--- src/sv/lobm_pkg.sv ---
`timescale 1ns / 1ps
// ----------------------------------------------------------------------------
// Limit order book matcher package
// Sizes of the book stores, result kinds, and the command and status types
// that pass between the controller and the datapath.
// ----------------------------------------------------------------------------
package lobm_pkg;

	// Book capacity and field widths.
	localparam int MAX_ORDERS  = 1024;
	localparam int SLOT_W      = $clog2(MAX_ORDERS);
	localparam int CNT_W       = $clog2(MAX_ORDERS + 1);
	localparam int PRICE_TICKS = 4096;
	localparam int PX_W        = $clog2(PRICE_TICKS);
	localparam int LVL_DEPTH   = 2 * PRICE_TICKS;
	localparam int LVL_AW      = $clog2(LVL_DEPTH);
	localparam int ID_SPACE    = 65536;
	localparam int ID_W        = 16;
	localparam int MAP_AW      = $clog2(ID_SPACE);
	localparam int MAP_W       = SLOT_W + 1;
	localparam int CLR_W       = MAP_AW + 1;
	localparam int QTY_W       = 32;
	localparam int MAX_FILLS   = 63;
	localparam int FILL_W      = $clog2(MAX_FILLS + 1);

	typedef enum logic [2:0] {
		K_TRADE,
		K_RESTED,
		K_DONE,
		K_CANCELLED,
		K_NOTFOUND,
		K_FULL,
		K_DUP,
		K_CAP
	} kind_t;

	typedef enum logic [3:0] {
		OP_NONE,
		OP_CLEAR,
		OP_ACCEPT,
		OP_CANCEL_RD,
		OP_CANCEL_DAT,
		OP_RM_RD,
		OP_RM_DAT,
		OP_SCAN,
		OP_MATCH_RD,
		OP_HEAD_DAT,
		OP_SLOT_DAT,
		OP_FILL,
		OP_ADD_RD,
		OP_ADD_DAT,
		OP_EMIT
	} op_t;

	typedef struct packed {
		op_t   op;
		kind_t kind;
	} cmd_t;

	typedef struct packed {
		logic clr_done;
		logic is_cancel;
		logic map_hit;
		logic rem_zero;
		logic can_trade;
		logic cap_hit;
		logic book_full;
		logic fill_empties;
		logic rm_scan;
		logic scan_done;
		logic out_free;
	} stat_t;

endpackage

--- src/sv/lobm_ctrl.sv ---
`timescale 1ns / 1ps
// ----------------------------------------------------------------------------
// Limit order book controller
// Sequences the datapath through lookup, matching, unlinking, level scans,
// resting and result beats.
// ----------------------------------------------------------------------------
module lobm_ctrl import lobm_pkg::*; (
	input  logic  clk,
	input  logic  arst_n,
	input  logic  in_valid,
	output logic  in_ready,
	input  stat_t st,
	output cmd_t  cmd
);

	typedef enum logic [3:0] {
		ST_CLR,
		ST_IDLE,
		ST_LOOKUP,
		ST_LOOK_W,
		ST_CAN_DAT,
		ST_RM_RD,
		ST_RM_DAT,
		ST_SCAN,
		ST_MATCH,
		ST_HEAD,
		ST_SLOT,
		ST_FILL,
		ST_TRADE,
		ST_ADD_RD,
		ST_ADD_DAT,
		ST_STATUS
	} state_t;

	state_t state_q, state_d;
	kind_t  kind_q, kind_d;

	assign in_ready = (state_q == ST_IDLE);

	always_comb begin
		state_d  = state_q;
		kind_d   = kind_q;
		cmd.op   = OP_NONE;
		cmd.kind = kind_q;
		unique case (state_q)
			ST_CLR: begin
				cmd.op = OP_CLEAR;
				if (st.clr_done) begin
					state_d = ST_IDLE;
				end
			end
			ST_IDLE: begin
				if (in_valid) begin
					cmd.op  = OP_ACCEPT;
					state_d = ST_LOOKUP;
				end
			end
			ST_LOOKUP: state_d = ST_LOOK_W;
			ST_LOOK_W: begin
				priority if (st.is_cancel && st.map_hit) begin
					cmd.op  = OP_CANCEL_RD;
					state_d = ST_CAN_DAT;
				end else if (st.is_cancel) begin
					kind_d  = K_NOTFOUND;
					state_d = ST_STATUS;
				end else if (st.map_hit) begin
					kind_d  = K_DUP;
					state_d = ST_STATUS;
				end else begin
					state_d = ST_MATCH;
				end
			end
			ST_CAN_DAT: begin
				cmd.op  = OP_CANCEL_DAT;
				state_d = ST_RM_RD;
			end
			ST_RM_RD: begin
				cmd.op  = OP_RM_RD;
				state_d = ST_RM_DAT;
			end
			ST_RM_DAT, ST_SCAN: begin
				cmd.op = (state_q == ST_SCAN) ? OP_SCAN : OP_RM_DAT;
				if ((state_q == ST_RM_DAT && !st.rm_scan) ||
				    (state_q == ST_SCAN && st.scan_done)) begin
					if (st.is_cancel) begin
						kind_d  = K_CANCELLED;
						state_d = ST_STATUS;
					end else begin
						state_d = ST_TRADE;
					end
				end else begin
					state_d = ST_SCAN;
				end
			end
			ST_MATCH: begin
				priority if (st.rem_zero) begin
					kind_d  = K_DONE;
					state_d = ST_STATUS;
				end else if (st.can_trade && !st.cap_hit) begin
					cmd.op  = OP_MATCH_RD;
					state_d = ST_HEAD;
				end else if (st.can_trade) begin
					kind_d  = K_CAP;
					state_d = ST_STATUS;
				end else if (st.book_full) begin
					kind_d  = K_FULL;
					state_d = ST_STATUS;
				end else begin
					state_d = ST_ADD_RD;
				end
			end
			ST_HEAD: begin
				cmd.op  = OP_HEAD_DAT;
				state_d = ST_SLOT;
			end
			ST_SLOT: begin
				cmd.op  = OP_SLOT_DAT;
				state_d = ST_FILL;
			end
			ST_FILL: begin
				cmd.op  = OP_FILL;
				state_d = st.fill_empties ? ST_RM_RD : ST_TRADE;
			end
			ST_TRADE: begin
				cmd.kind = K_TRADE;
				if (st.out_free) begin
					cmd.op  = OP_EMIT;
					state_d = ST_MATCH;
				end
			end
			ST_ADD_RD: begin
				cmd.op  = OP_ADD_RD;
				state_d = ST_ADD_DAT;
			end
			ST_ADD_DAT: begin
				cmd.op  = OP_ADD_DAT;
				kind_d  = K_RESTED;
				state_d = ST_STATUS;
			end
			ST_STATUS: begin
				if (st.out_free) begin
					cmd.op  = OP_EMIT;
					state_d = ST_IDLE;
				end
			end
			default: state_d = ST_IDLE;
		endcase
	end

	always_ff @(posedge clk or negedge arst_n) begin
		if (!arst_n) begin
			state_q <= ST_CLR;
			kind_q  <= K_DONE;
		end else begin
			state_q <= state_d;
			kind_q  <= kind_d;
		end
	end

endmodule

--- config.mk ---
export PLATFORM = sky130hd
export DESIGN_NAME = lobm_ctrl
export DESIGN_NICKNAME = d
export VERILOG_FILES = /design/src/sv/lobm_pkg.sv /design/src/sv/lobm_ctrl.sv
export SDC_FILE = /design/constraint.sdc
export NUM_CORES = 1
export LEC_CHECK = 0
export BUFFER_PORTS_ARGS = -buffer_cell sky130_fd_sc_hd__clkbuf_2
export CORE_MARGIN = 10
export CORE_UTILIZATION = 40
export DETAILED_ROUTE_END_ITERATION = 7
export GPL_TIMING_DRIVEN = 0
export HOLD_SLACK_MARGIN = 0.05
export PLACE_DENSITY_LB_ADDON = 0.25
export SLEW_MARGIN = 20
export SYNTH_ARGS = -nofsm -noshare
export SYNTH_HDL_FRONTEND = slang
export SYNTH_SLANG_ARGS = --single-unit
--- constraint.sdc ---
create_clock -name clk -period 1.55 [get_ports clk]
set_clock_uncertainty 0.2 [all_clocks]
set_input_delay 0.155 -clock clk [delete_from_list [all_inputs] [get_ports clk]]
set_output_delay 0.155 -clock clk [all_outputs]
set_load 0.05 [all_outputs]
After elaboration in Yosys (flattened, before gate mapping)
Cells that the tools add are included.

Equality and inequality tests: 25. Multiplexer cells: 33. Reduce and logical (&&, ||, !) cells: 13.

Operators by type and width (count): $pmux 4 s15 (1); $pmux 4 s13 (1); $mux 3 (14); $mux 4 (10); $eq 4x4->1 const B (8); $eq 4x3->1 const B (4); $ne 2x2->1 const B (7); $pmux 3 s4 (1); $mux 2 (5); $eq 4x2->1 const B (2); $reduce_and 7->1 (1); $ne 3x3->1 const B (2); $eq 4x1->1 const B (1); $logic_and 1x1->1 (4); $logic_not 4->1 (1); $ne 4x4->1 const B (1); $reduce_and 4->1 (1); $reduce_bool 4->1 (1); $reduce_or 2->1 (2); $logic_not 1->1 (2); $logic_or 1x1->1 (1); $mux 1 (1).

Register bits: 7. Input port bits: 14. Output and inout bits: 8.

Longest topological paths before layout
Word-level depth: 5. Mapped depth: 7. Mapped depth without buffers: 7.

Worst setup path before layout
Ideal clock, no wire load.

Path kind: register -> output. From: register state_q[1]. To: output port cmd[4] (netlist bit). Data arrival time: 1711 ps. Data required time: 1195 ps. Setup slack: -516 ps. Stages on the path, launching flop included: 6. Buffers on the path: 1. Path through: dfrtp_1 > buf_2 > nand2b_1 > nor3b_1 > a211oi_1 > a21oi_1.

RTL lines: start, declared (line lobm_ctrl.sv:35) `state_t state_q, state_d;`; start signal, assigned (line lobm_ctrl.sv:155) `state_q <= state_d;`; end, declared (line lobm_ctrl.sv:13) `output cmd_t cmd`.

==> run summary <==
Setup repair after global routing could not meet its margin everywhere. During I/O placement, the number of pins put on the boundary was 22. The biggest area contributor in the post-synthesis netlist is sky130_fd_sc_hd__dfrtp_1. Together, buffers and inverters on the worst path number 2.

Net switching power figure: 1.99 mW. VDD sags by at most 1.62 mV. Dividing the detail-routed via count by the number of cells gives 5.88.

After synthesis, the netlist uses 44 different library cells. The family with the most delay on the worst path is simple AND/OR/NAND/NOR gates. Of all flip-flops after synthesis, the portion carrying an async set or reset was 100%. The logs give 0 for the number of endpoints with negative hold slack in the final report and 0 for the global route total overflow. The number of H-tree branching levels was 1. In this run the biggest area consumer among cell types represents 18.2% of the synthesized area. STA classifies the critical path endpoint as a primary output. The most common cell in the netlist was sky130_fd_sc_hd__nand2_1. Dividing total power by cell area gives a power density of 2780 nW/um^2.

The synthesized design contains 7 register bits. Entering global routing, the biggest net connects 11 pins. The die covers 4290 um^2. The number of buffer cells added on primary ports came out at 20.

The final worst hold slack is 55.0 ps, and the floorplan core area is 1960 um^2. Clock-pin slew was measured on the worst setup and hold paths at 60 ps. In the synthesized netlist, the cells that appear most often are sky130_fd_sc_hd__nand2_1, sky130_fd_sc_hd__o21ai_0, sky130_fd_sc_hd__buf_2, sky130_fd_sc_hd__dfrtp_1, sky130_fd_sc_hd__nor2b_1. The number of violations of the max-capacitance limit was 0; the maximum operating frequency was 488 MHz. In this run the mean area of a mapped cell was 7.73 um^2. The repair_antennas step left the layout with diodes totalling 0. The minimum setup slack in the final design was -499 ps; the internal cell power was 2.10 mW. The wire length reported by the detailed router is 3.27 mm, and the TritonCTS sink count is 7. Chip height: 65.5 um. Combinational cells account for 87.1% of the total power. For this run, design rule violations remaining after detail routing come to 0. In the post-synthesis netlist, the biggest area contributors are sky130_fd_sc_hd__dfrtp_1, sky130_fd_sc_hd__o21ai_0, sky130_fd_sc_hd__mux2_4, sky130_fd_sc_hd__nand2_1, sky130_fd_sc_hd__nor2b_1. For the total clock buffers created by CTS, the log shows 3.

Before antenna repair, the detailed router went through 4 iterations. The checks that failed: setup timing. At the worst endpoint, the arrival time is 1690 ps. The tools report the HPWL reported at the end of detailed placement as 1.87 mm. In this run, the clock network consumes 4.2% of the power. Detailed routing inserted a total of 1047 vias. Setup violations remaining at the end of the flow were counted as 15. Data on the critical path is required at its endpoint by 1190 ps. The largest fanout of any net on the critical path is 6.

Sequential cells account for 8.7% of the total power. Total number of nets in the final design: 168. Adding up every negative setup slack in the final design gives -4420 ps. The number of flops mapped to enable cells by yosys came out at 0. Across all register-to-register paths, the minimum setup slack is -290 ps. After synthesis, flip-flops and latches occupy 21.3% of the total area. The worst path uses 132% of the clock period. The pin slew with the least headroom to its limit came out at 389 ps. In the synthesized netlist the dominant register cell turns out to be sky130_fd_sc_hd__dfrtp_1. Relative to the synthesized area, the layout overhead comes to 77.5%. The clock reaches the later pin of the worst-skew pair after 260 ps.

Cells fill 74.8% of the core in the end. Synthesis produced a netlist with a net count of 123. Subtracting the final worst setup slack from the clock period gives 2050 ps.

In this run the worst hold path is classified as input pin to async pin. Net switching is 48.7% of the power. Cell type of the slowest stage on the worst timing path: sky130_fd_sc_hd__or4_4.

For the initial antenna violation count, the log shows 0. The post-route netlist has 58.3% of its cells at a drive strength greater than 1. For this run, the slowest stage of the critical path takes 510 ps. The number of global-route vias before repair was 998.

Measured against its own limit, the worst slew margin works out to 74.1%. The last weighted congestion value of the routability-driven placer was 0.897. The floorplan step set the die width to 65.5 um. In this run the static leakage power is 0.643 nW. The first global-routing pass estimated 4.77 mm of wire. Cell count after synthesis: 107. In this run the remaining antenna-violating nets after routing total 0.

The synthesized cell area was 827 um^2. The critical path is of the flop to primary output type. The initial utilization of the core area, before any placement, comes to 42.2%.

In this run the clock root is driven by a sky130_fd_sc_hd__clkbuf_4. The number of design-rule violations left by the first detailed-router iteration is 76. In the final routed layout, each cell accounts on average for 18.4 um.

The flow ran to the end, but the final reports show violations. TritonCTS built the clock tree. The pre-CTS setup slack is -426 ps, and the maximum clock insertion buffer count is 2.

The logs give 0 for the number of slew-limit violations in the final report and 13.6% for the overall fraction of global-route tracks in use. The critical path goes through buf_6 > or4_4 > and3_4 > clkbuf_16. The number of rows in the core area was 16. The Yosys warning count came out at 0.

The kind of start point of the critical path was a flop.
## final timing paths
kind,from,endpoint,cells past startpoint
worst max-delay path,state_q[2]$_DFFE_PN0P_,cmd[6],4
worst min-delay path,arst_n,state_q[1]$_DFFE_PN0P_,2
worst max register to register,state_q[2]$_DFFE_PN0P_,kind_q[0]$_DFFE_PN0P_,6
worst min register to register,kind_q[0]$_DFFE_PN0P_,kind_q[0]$_DFFE_PN0P_,1
max in group asynchronous,arst_n,kind_q[1]$_DFFE_PN1P_,2
min in group clk,st[10],state_q[0]$_DFFE_PN0P_,3
## per-layer routing
layer | track usage [%] | share of wire, % | vias to the layer above
met1 | 16.7 | 40 | 511
met5 | 0 | 0 | -
met3 | 2.03 | 6.4 | 12
li1 | - | - | 475
met2 | 23.0 | 51 | 49
met4 | 5.35 | 2.2 | 0
## per-stage QoR
stage / instance area [um^2] / cells / power (mW)
global placement: 1040 / 154 / 2.60
detailed placement: 1040 / 154 / 2.64
global route: 1470 / 178 / 4.27
finish: 1470 / 178 / 4.09
CTS: 1370 / 174 / 3.66
floorplan: 910 / 107 / 2.23
## flip-flops by register name, indices dropped and copies added (netlist names)
register	flops
state_q	4
kind_q	3
## final cells by class
type | instances | area (um^2)
flip-flops and latches | 7 | 179
clock inverters | 1 | 5.00
plain buffers | 9 | 98.8
inverters | 5 | 18.8
multi-input cells | 85 | 734
repair buffers | 41 | 375
fillers | 133 | 494
clock buffers | 3 | 22.5
well taps | 27 | 33.8
## timing repair
action | CTS | global route
hold endpoints to repair | 7 | 0
pin swaps | 6 | 6
buffers inserted | 16 | 4
hold buffers | 1 | 0
endpoints found under the setup margin | 14 | 15
gates resized for setup | 39 | 19
## power groups by stage
stage                     combinational (mW)  sequential (mW)  clock, mW
after CTS                               3.12            0.356      0.179
after detailed placement                2.26            0.373          0
final                                   3.56            0.356      0.172
after floorplan                         1.88            0.349          0
after global routing                    3.72            0.366      0.181
after global placement                  2.22            0.372          0
## placed cells by master (no fill, tap or decap), types with 3 or more instances in the layout
master	netlist	final
sky130_fd_sc_hd__o21ai_1	0	4
sky130_fd_sc_hd__buf_6	1	8
sky130_fd_sc_hd__dfrtp_1	6	4
sky130_fd_sc_hd__nand2b_1	4	3
sky130_fd_sc_hd__nor2b_2	0	4
sky130_fd_sc_hd__buf_4	1	18
sky130_fd_sc_hd__inv_1	5	5
sky130_fd_sc_hd__o21ai_0	9	5
sky130_fd_sc_hd__nand2_1	12	10
sky130_fd_sc_hd__mux2_4	3	3
sky130_fd_sc_hd__nor2_4	0	3
sky130_fd_sc_hd__buf_8	0	7
sky130_fd_sc_hd__clkbuf_4	0	3
sky130_fd_sc_hd__clkbuf_2	0	12
sky130_fd_sc_hd__nor2_1	5	4
## kinds of logic after synthesis
kind of cell               after synthesis  share of synthesized area, %
AOI/OAI and AO/OA                       34                          30.1
xor gates and xnor gates                 2                          2.12
adders and majority gates                2                          3.03
buffers and inverters                   15                          9.08
DFF                                      7                          21.3
muxes                                    3                          5.45
and+or+nand+nor                         44                          28.9
## worst reg2reg max path: cells and delay by family (launching register included)
family / cells / cell delay (ps)
buf+inv: 2 / 280
flops: 1 / 420
simple gates: 2 / 290
mux: 1 / 300
compound gates: 1 / 240
Note: power is estimated with default switching activity, not from simulation.
